File: config.mk
export PLATFORM = sky130hd
export DESIGN_NAME = length_prefixed_frame_parser_unit
export DESIGN_NICKNAME = d
export VERILOG_FILES = /design/src/hdl/lfp_pkg.sv /design/src/hdl/length_prefixed_frame_parser_unit.sv
export SDC_FILE = /design/constraint.sdc
export NUM_CORES = 1
export LEC_CHECK = 0
export BUFFER_PORTS_ARGS = -buffer_cell sky130_fd_sc_hd__buf_2
export CAP_MARGIN = 20
export CORE_ASPECT_RATIO = 1.1
export CORE_MARGIN = 1.5
export CORE_UTILIZATION = 30
export DETAILED_ROUTE_END_ITERATION = 10
export HOLD_SLACK_MARGIN = 0.05
export PLACE_DENSITY = 0.48
export SYNTH_ARGS = -nofsm -noshare
export SYNTH_HDL_FRONTEND = slang
export SYNTH_SLANG_ARGS = --single-unit
File: constraint.sdc
create_clock -name aclk -period 5.5 [get_ports aclk]
set_input_delay 0.275 -clock aclk [delete_from_list [all_inputs] [get_ports aclk]]
set_output_delay 0.275 -clock aclk [all_outputs]
set_load 0.005 [all_outputs]
File: src/hdl/lfp_pkg.sv
// ----------------------------------------------------------------------------
// Frame parser package
// Phase encoding, result kinds, delimiters and the data count helper.
// ----------------------------------------------------------------------------
package lfp_pkg;

    localparam logic [7:0] START_DELIM = 8'h3C;
    localparam logic [7:0] END_DELIM   = 8'h3E;
    localparam logic [9:0] LEN_FIELDS  = 10'd2;

    typedef enum logic [2:0] {
        PH_IDLE  = 3'd0,
        PH_TOTAL = 3'd1,
        PH_CLEN  = 3'd2,
        PH_CMD   = 3'd3,
        PH_FLEN  = 3'd4,
        PH_FMT   = 3'd5,
        PH_DATA  = 3'd6,
        PH_END   = 3'd7
    } phase_t;

    typedef logic [2:0] kind_t;

    localparam kind_t K_HEADER = 3'd0;
    localparam kind_t K_CMD    = 3'd1;
    localparam kind_t K_FMT    = 3'd2;
    localparam kind_t K_DATA   = 3'd3;
    localparam kind_t K_DONE   = 3'd4;
    localparam kind_t K_ERR    = 3'd5;

    // total - 2 - command length - format length, clamped at zero
    function automatic logic [7:0] data_count(
        input logic [7:0] total,
        input logic [7:0] cmd,
        input logic [7:0] fmt
    );
        logic [9:0] used;
        logic [9:0] tot;
        used = {2'b00, cmd} + {2'b00, fmt} + LEN_FIELDS;
        tot  = {2'b00, total};
        if (used > tot) begin
            data_count = 8'd0;
        end else begin
            data_count = 8'(tot - used);
        end
    endfunction

endpackage

File: src/hdl/length_prefixed_frame_parser_unit.sv
// ----------------------------------------------------------------------------
// Length-prefixed frame parser
// Parses '<', total, command length, command, format length, format, data,
// '>' one byte per request and tags each byte.
// ----------------------------------------------------------------------------
// Usage:
//   Input channel s_valid/s_ready/s_rx_byte carries one received byte per
//   request. Result channel m_valid/m_ready carries exactly one result per
//   byte: m_kind tags it as header, command, format or data, or reports
//   frame completion with m_cmd_len, m_format_len and m_data_len, or a
//   framing error on a bad start or end delimiter (parser returns to idle).
//   The result of an accepted byte is registered and presented in the next
//   cycle. Throughput is one byte per cycle while m_ready holds high, set
//   by the single phase register update and the result register.
//   The result register holds while m_ready is low; s_ready falls only when
//   that register is full and not being drained, so a new byte is taken in
//   the same cycle the previous result leaves.
//   Synchronous active-low reset puts the parser in idle, waiting for '<',
//   clears the latched lengths and empties the result register.
// ----------------------------------------------------------------------------
module length_prefixed_frame_parser_unit
    import lfp_pkg::*;
(
    input  logic       aclk,
    input  logic       aresetn,
    input  logic       s_valid,
    output logic       s_ready,
    input  logic [7:0] s_rx_byte,
    output logic       m_valid,
    input  logic       m_ready,
    output logic [2:0] m_kind,
    output logic [7:0] m_byte_value,
    output logic [7:0] m_cmd_len,
    output logic [7:0] m_format_len,
    output logic [7:0] m_data_len
);

    phase_t     phase_reg, phase_next;
    logic [7:0] total_len_reg, total_len_next;
    logic [7:0] command_len_reg, command_len_next;
    logic [7:0] fmt_len_reg, fmt_len_next;
    logic [7:0] bytes_left_reg, bytes_left_next;

    logic       m_valid_reg;
    kind_t      kind_reg, kind_next;
    logic [7:0] byte_value_reg, byte_value_next;
    logic [7:0] cmd_len_reg, cmd_len_next;
    logic [7:0] format_len_reg, format_len_next;
    logic [7:0] data_len_reg, data_len_next;

    logic       accept;
    logic [7:0] fmt_sel;
    logic [7:0] dcount;

    assign s_ready = !m_valid_reg || m_ready;
    assign accept  = s_valid && s_ready;

    assign fmt_sel = (phase_reg == PH_FLEN) ? s_rx_byte : fmt_len_reg;
    assign dcount  = data_count(total_len_reg, command_len_reg, fmt_sel);

    always_comb begin
        phase_next       = phase_reg;
        total_len_next   = total_len_reg;
        command_len_next = command_len_reg;
        fmt_len_next     = fmt_len_reg;
        bytes_left_next  = bytes_left_reg;
        kind_next        = K_HEADER;
        byte_value_next  = 8'd0;
        cmd_len_next     = 8'd0;
        format_len_next  = 8'd0;
        data_len_next    = 8'd0;
        case (phase_reg)
            PH_IDLE: begin
                if (s_rx_byte == START_DELIM) begin
                    phase_next = PH_TOTAL;
                end else begin
                    kind_next = K_ERR;
                end
            end
            PH_TOTAL: begin
                total_len_next = s_rx_byte;
                phase_next     = PH_CLEN;
            end
            PH_CLEN: begin
                command_len_next = s_rx_byte;
                bytes_left_next  = s_rx_byte;
                phase_next       = (s_rx_byte != 8'd0) ? PH_CMD : PH_FLEN;
            end
            PH_CMD: begin
                kind_next       = K_CMD;
                byte_value_next = s_rx_byte;
                bytes_left_next = bytes_left_reg - 8'd1;
                if (bytes_left_reg == 8'd1) begin
                    phase_next = PH_FLEN;
                end
            end
            PH_FLEN: begin
                fmt_len_next = s_rx_byte;
                if (s_rx_byte != 8'd0) begin
                    bytes_left_next = s_rx_byte;
                    phase_next      = PH_FMT;
                end else begin
                    bytes_left_next = dcount;
                    phase_next      = (dcount != 8'd0) ? PH_DATA : PH_END;
                end
            end
            PH_FMT: begin
                kind_next       = K_FMT;
                byte_value_next = s_rx_byte;
                bytes_left_next = bytes_left_reg - 8'd1;
                if (bytes_left_reg == 8'd1) begin
                    bytes_left_next = dcount;
                    phase_next      = (dcount != 8'd0) ? PH_DATA : PH_END;
                end
            end
            PH_DATA: begin
                kind_next       = K_DATA;
                byte_value_next = s_rx_byte;
                bytes_left_next = bytes_left_reg - 8'd1;
                if (bytes_left_reg == 8'd1) begin
                    phase_next = PH_END;
                end
            end
            PH_END: begin
                if (s_rx_byte == END_DELIM) begin
                    kind_next       = K_DONE;
                    cmd_len_next    = command_len_reg;
                    format_len_next = fmt_len_reg;
                    data_len_next   = dcount;
                end else begin
                    kind_next = K_ERR;
                end
                phase_next = PH_IDLE;
            end
            default: begin
                phase_next = PH_IDLE;
            end
        endcase
    end

    always_ff @(posedge aclk) begin
        if (!aresetn) begin
            phase_reg       <= PH_IDLE;
            total_len_reg   <= 8'd0;
            command_len_reg <= 8'd0;
            fmt_len_reg     <= 8'd0;
            bytes_left_reg  <= 8'd0;
            m_valid_reg     <= 1'b0;
        end else begin
            if (accept) begin
                phase_reg       <= phase_next;
                total_len_reg   <= total_len_next;
                command_len_reg <= command_len_next;
                fmt_len_reg     <= fmt_len_next;
                bytes_left_reg  <= bytes_left_next;
                m_valid_reg     <= 1'b1;
            end else if (m_ready) begin
                m_valid_reg <= 1'b0;
            end
        end
    end

    always_ff @(posedge aclk) begin
        if (accept) begin
            kind_reg       <= kind_next;
            byte_value_reg <= byte_value_next;
            cmd_len_reg    <= cmd_len_next;
            format_len_reg <= format_len_next;
            data_len_reg   <= data_len_next;
        end
    end

    assign m_valid      = m_valid_reg;
    assign m_kind       = kind_reg;
    assign m_byte_value = byte_value_reg;
    assign m_cmd_len    = cmd_len_reg;
    assign m_format_len = format_len_reg;
    assign m_data_len   = data_len_reg;

    a_stall_blocks_input: assert property (@(posedge aclk) disable iff (!aresetn)
        (m_valid_reg && !m_ready) |-> !s_ready)
        else $error("input taken while result register is stalled");

    a_accept_gives_result: assert property (@(posedge aclk) disable iff (!aresetn)
        accept |=> m_valid_reg)
        else $error("accepted byte produced no result");

    a_bad_start_error: assert property (@(posedge aclk) disable iff (!aresetn)
        (accept && phase_reg == PH_IDLE && s_rx_byte != START_DELIM)
        |=> (kind_reg == K_ERR && phase_reg == PH_IDLE))
        else $error("bad start delimiter not reported");

    a_section_count_live: assert property (@(posedge aclk) disable iff (!aresetn)
        (phase_reg == PH_CMD || phase_reg == PH_FMT || phase_reg == PH_DATA)
        |-> bytes_left_reg != 8'd0)
        else $error("section phase entered with zero bytes left");

endmodule
### Yosys cells after proc, flatten, opt, wreduce, memory -nomap -nowiden

Cells that the tools add are included.

* order comparisons: 1
* multiplexer cells: 18
* eq/ne operators: 14
* reductions and logical operators: 15
* add/subtract/negate cells: 4

Operators by type and width (count)
* 8-bit two-way mux: 4
* 8-bit one-hot mux with 4 select lines: 1
* 3-bit one-hot mux with 8 select lines: 1
* 3-bit two-way mux: 6
* 8-bit by 6-bit equality test with 1-bit output, second input constant: 2
* 8-bit nonzero test: 2
* 3-bit one-hot mux with 5 select lines: 1
* 3-bit equality test, second input constant: 4
* 9-bit by 2-bit adder with 10-bit output, second input constant: 1
* 10-bit by 8-bit > comparator with 1-bit output: 1
* 8-bit by 8-bit adder with 9-bit output: 1
* 8-bit by 1-bit equality test with 1-bit output, second input constant: 1
* 2-bit != test, second input constant: 4
* 2-bit AND reduction: 4
* 8-bit by 1-bit subtractor with 8-bit output, second input constant: 1
* 8-bit subtractor: 1
* 3-bit by 2-bit equality test with 1-bit output, second input constant: 2
* 5-bit AND reduction: 1
* 1-bit two-way mux: 4
* 4-bit nonzero test: 1
* 3-bit by 1-bit equality test with 1-bit output, second input constant: 1
* 3-bit logical NOT: 1
* 3-bit OR reduction: 1
* 2-bit two-way mux: 1
* other kinds (5): 5

* logic and storage cells: 63
* flip-flop bits (word level): 71
* output and inout bits: 37
* bits of input ports: 12

### Depth between registers and ports, before layout

* depth after elaboration: 10
* gate-level depth with buffers: 23
* depth with buffers taken out: 21

### Worst setup path after synthesis

Ideal clock, no wire load.

* path kind: register to register
* start: reg phase_reg[2]
* end: reg bytes_left_reg[7]
* period minus slack after synthesis: 4.815 ns
* arrival time: 4.755 ns
* library setup time: 0.060 ns
* required time: 5.440 ns
* stages on the path, launching flop included: 23
* path buffers: 2
* setup slack: 0.685 ns
* path through: dfxtp_1 clkbuf_1 nand2_1 nor2_1 buf_2 mux2i_1 ha_1 inv_1 ha_1 inv_1 fa_1 nand2b_1 a21oi_1 a21o_1 a21oi_1 xnor2_1 ha_1 a211oi_1 o21ai_0 o211a_1 a311oi_4 and3b_1 o221a_1

* longest elaborated chain between the ends: 8
* elaborated cells on any way between the ends: 17
* classes of those cells: add/sub: 3; order compare: 1; eq/ne: 5; mux: 5; reduce/logical: 3

Ends and longest elaborated chain
* start: declaration: line length_prefixed_frame_parser_unit.sv:38 `phase_t phase_reg, phase_next;`
* start signal: assignment: line length_prefixed_frame_parser_unit.sv:151 `phase_reg <= phase_next;`
* 3-bit equality test: line length_prefixed_frame_parser_unit.sv:58, length_prefixed_frame_parser_unit.sv:72
* 8-bit two-way mux
* 8-bit by 8-bit adder with 9-bit output: line lfp_pkg.sv:39 `used = {2'b00, cmd} + {2'b00, fmt} + LEN_FIELDS;`
* 9-bit by 2-bit adder with 10-bit output: line lfp_pkg.sv:39
* 8-bit subtractor / 10-bit by 8-bit > comparator with 1-bit output (equally long branches): line lfp_pkg.sv:44, lfp_pkg.sv:41
* 8-bit two-way mux: line lfp_pkg.sv:41 `if (used > tot) begin`
* 8-bit two-way mux, on equally long branches: line length_prefixed_frame_parser_unit.sv:111, length_prefixed_frame_parser_unit.sv:99
* 8-bit one-hot mux with 4 select lines: line length_prefixed_frame_parser_unit.sv:72 `case (phase_reg)`
* end signal: assignment: line length_prefixed_frame_parser_unit.sv:155 `bytes_left_reg <= bytes_left_next;`
* end: declaration: line length_prefixed_frame_parser_unit.sv:42 `logic [7:0] bytes_left_reg, bytes_left_next;`

Parallel ways exist; a longest one is shown, timed or not.
A chain may end at the register's enable or synchronous reset.

### Worst setup path after layout

Same ends and word-level chain as after synthesis.

==> key figures <==
Run status
  – Status: finished clean

Yosys
  – Yosys cell types: 62
  – Yosys reg bits: approximately 70
  – Number of flops mapped to enable cells by yosys: 35
  – YS warnings: 0
  – Ys flop type: dfxtp_1
  – Post-synthesis sequential area ratio: 0.4268
  – Syn_nets: ~470
  – Synthesized area per cell: 9.722 um2
  – Mapped Area: around 4200 um2
  – Syn Inst Count: 427
  – Asr flop ratio synth: 0

Setup path
  – Reg-to-reg slack, setup: 0.61 ns
  – Crit path DAT: 5.16 ns
  – Worst Path Buf+Inv: 1
  – CP max stage cell: dfxtp_1
  – Cell chain of the critical path: nand2_1 > nor2_1 > mux2_2 > ha_1 > inv_1 > fa_1 > nand2b_1 > a21oi_1 > a21o_1 > a21oi_1 > xnor2_1 > ha_1 > a211oi_1 > o21ai_0 > o211a_1 > a311oi_4 > and3b_1 > o221a_1
  – CP Max Fanout: 13
  – Critical path origin: phase_reg[2]
  – Worst path top cell family by delay: compound AO/OA/AOI/OAI gates
  – Worst Path Required: 5.78 ns
  – CP Class: reg2reg
  – WP depth: 18
  – Critical path's largest stage delay: 0.57 ns
  – Reg2reg start: phase_reg[2]
  – Worst setup EP type: register
  – Setup crit start kind: register
  – Reg2Reg Depth: 18

Detailed routing
  – Violation count after the first detailed-route iteration: 203
  – Routed Antenna Nets: 0
  – DR DRC count: 0
  – DRT Pass-1 Iters: 4
  – Vias: roughly 3200
  – Via/cell ratio: 4.872
  – DRT Wirelength: 10480 um
  – WL per Instance: 15.74 um

STA
  – Worst rel slew slack: 0.4872
  – Fin. Hold Viols: 0
  – Final setup fails: 0
  – Setup_tns: 0 ns
  – Fmax: 204.7 MHz
  – Pins Over Slew Limit: 0
  – Worst slew pin tran: 0.7596 ns
  – Clock skew: 0.006780 ns
  – Tmin final: 4.886 ns
  – Fin crit share: 0.8883
  – Final setup margin: 0.6143 ns
  – RSZ-0062 raised after global routing: false

Pwr
  – Combinational Power Share: 0.041
  – Net Sw Frac: 0.2167
  – Part of the power in registers: 0.472
  – Sw power: 261.0 uW
  – LEAKAGE: between 2 and 2.5 nW
  – Clock Power Share: 0.488
  – Cell Pwr Density: between 200 and 250 nW/um2
  – Pint: 943.6 uW
  – VDD IR-drop max: 0.1171 mV

Clock tree
  – CTS Sinks: 71
  – # hold bufs at CTS: 0
  – Clock-pin slew on the worst setup and hold paths: 0.06 ns
  – Post-CTS Setup Bufs: 0
  – H-Tree Depth: 3
  – CTS tree: yes
  – Clk Latency, worst-skew pair: 0.33 ns
  – Gates resized, CTS repair: 0
  – CTS Buf Count: 9
  – Clk root buf: clkbuf_16
  – CTS max path bufs: 2

Die
  – Core Box Area: 13380 um2
  – Initial Util: 0.3103
  – Die height: 126.4 um
  – Std cell rows: 44
  – Die Wd: 115.2 um
  – Full die area: around 15000 um2
  – # IOs: 49

Min path
  – Hold path startpoint: s_valid
  – Worst hold path class: in2reg
  – WHS Path Cells: 3

Global route
  – Initial antenna violation count: 0
  – First-pass GRT wire length: 16650 um
  – Largest net degree at the start of global routing: 32
  – Gr usage total: 0.1517
  – GR Overflow Total: 0
  – Vias in the first global route: 3167

Final layout
  – Layout cells sized above 1: 0.1826
  – Fin nets: between 500 and 600
  – Most common cell after layout, fill and taps aside: buf_2
  – Ant diodes: 0
  – # fillers: 1369
  – Commonest non-fill, non-tap cells in the layout: 48 x buf_2, 42 x nor2_1, 36 x dfxtp_1
  – Layout area overhead: 18.26%

Place
  – Place WS: 0.6193 ns
  – Routability cong.: 0.8656
  – Hpwl dp: 7676 um
  – IO Port Bufs: 48

Job
  – Max-capacitance violation count: 0
-- cells by family (layout without fill, tap and decap cells) --
group,after synthesis,after routing,synth area share
multiplexers,25,25,0.06239
AND/OR/NAND/NOR,159,159,0.1986
XOR/XNOR,17,17,0.03586
adder cells (fa/ha/maj),34,34,0.1061
AO/OA/AOI/OAI,74,74,0.1272
flip-flops,71,71,0.4268
buffers and inverters,47,102,0.04310
-- synth_stat cells (3+ instances only) --
cell type  number  area share
a21oi_1        23       0.028
a221oi_1        8       0.017
and2_1         24       0.036
and3_1          7       0.011
clkbuf_1       11      0.0099
dfxtp_1        36        0.17
edfxtp_1       35        0.25
ha_1           32       0.096
inv_1          33       0.030
mux2_2          7       0.019
mux2i_1        18       0.043
nand2_1        29       0.026
nand2b_1        6      0.0090
nand3_1        18       0.022
nor2_1         42       0.038
nor2b_1         4      0.0060
nor3_1          9       0.011
o21a_1          3      0.0054
o21ai_0        13       0.016
xnor2_1        12       0.025
xor2_1          5       0.011
-- worst paths after layout --
path                  endpoint
max          bytes_left_reg[7]
min reg2reg     fmt_len_reg[6]
min                    m_valid
max reg2reg  bytes_left_reg[7]
-- worst reg2reg max path: stages, from the launching register on --
cell and delay [ns]:
dfxtp_1 0.57, nand2_1 0.14, nor2_1 0.28, mux2_2 0.38
ha_1 0.30, inv_1 0.06, fa_1 0.46, nand2b_1 0.16
a21oi_1 0.24, a21o_1 0.16, a21oi_1 0.07, xnor2_1 0.13
ha_1 0.36, a211oi_1 0.25, o21ai_0 0.13, o211a_1 0.28
a311oi_4 0.44, and3b_1 0.25, o221a_1 0.17
-- power by group through the flow --
stage          sequential [mW]  combinational (mW)  clock (mW)
2_1_floorplan            0.582              0.0171           0
6_report                 0.568              0.0491       0.587
4_1_cts                  0.569              0.0506       0.602
5_1_grt                  0.570              0.0540       0.621
3_3_place_gp             0.579              0.0504           0
3_5_place_dp             0.580              0.0503           0
-- metal layers --
metal  vias up  track usage  routed length, um
met5         -            0                  0
met4         0      0.05084                155
met3        10      0.03153                446
met2        69       0.2556               5203
met1      1543       0.1928               4678
li1       1623            -                  -
-- through the flow --
| stage | util | total power, mW | hold WS (ns) | area, um2 | cells |
|---|---|---|---|---|---|
| 2_1_floorplan | - | 0.5990 | 0.4045 | 4151 | 427 |
| 3_3_place_gp | 0.3437 | 0.6299 | 0.4725 | 4598 | 649 |
| 3_5_place_dp | 0.3437 | 0.6301 | 0.4756 | 4598 | 649 |
| 4_1_cts | 0.3662 | 1.221 | 0.1710 | 4898 | 665 |
| 5_1_grt | 0.3670 | 1.244 | 0.2038 | 4910 | 666 |
| 6_report | 0.3670 | 1.205 | 0.1808 | 4910 | 666 |
-- cell type report --
class	count	area, um2	share of cell area
Clock buffer	11	242.7	0.04944
Clock inverter	5	57.56	0.01172
Inverter	33	123.9	0.02523
Multi-Input combinational cell	309	2202	0.4485
Sequential cell	71	1772	0.3609
Tap cell	184	230.2	0.04689
Timing Repair Buffer	53	281.5	0.05734
No activity file was read; power rests on OpenSTA's default activity.
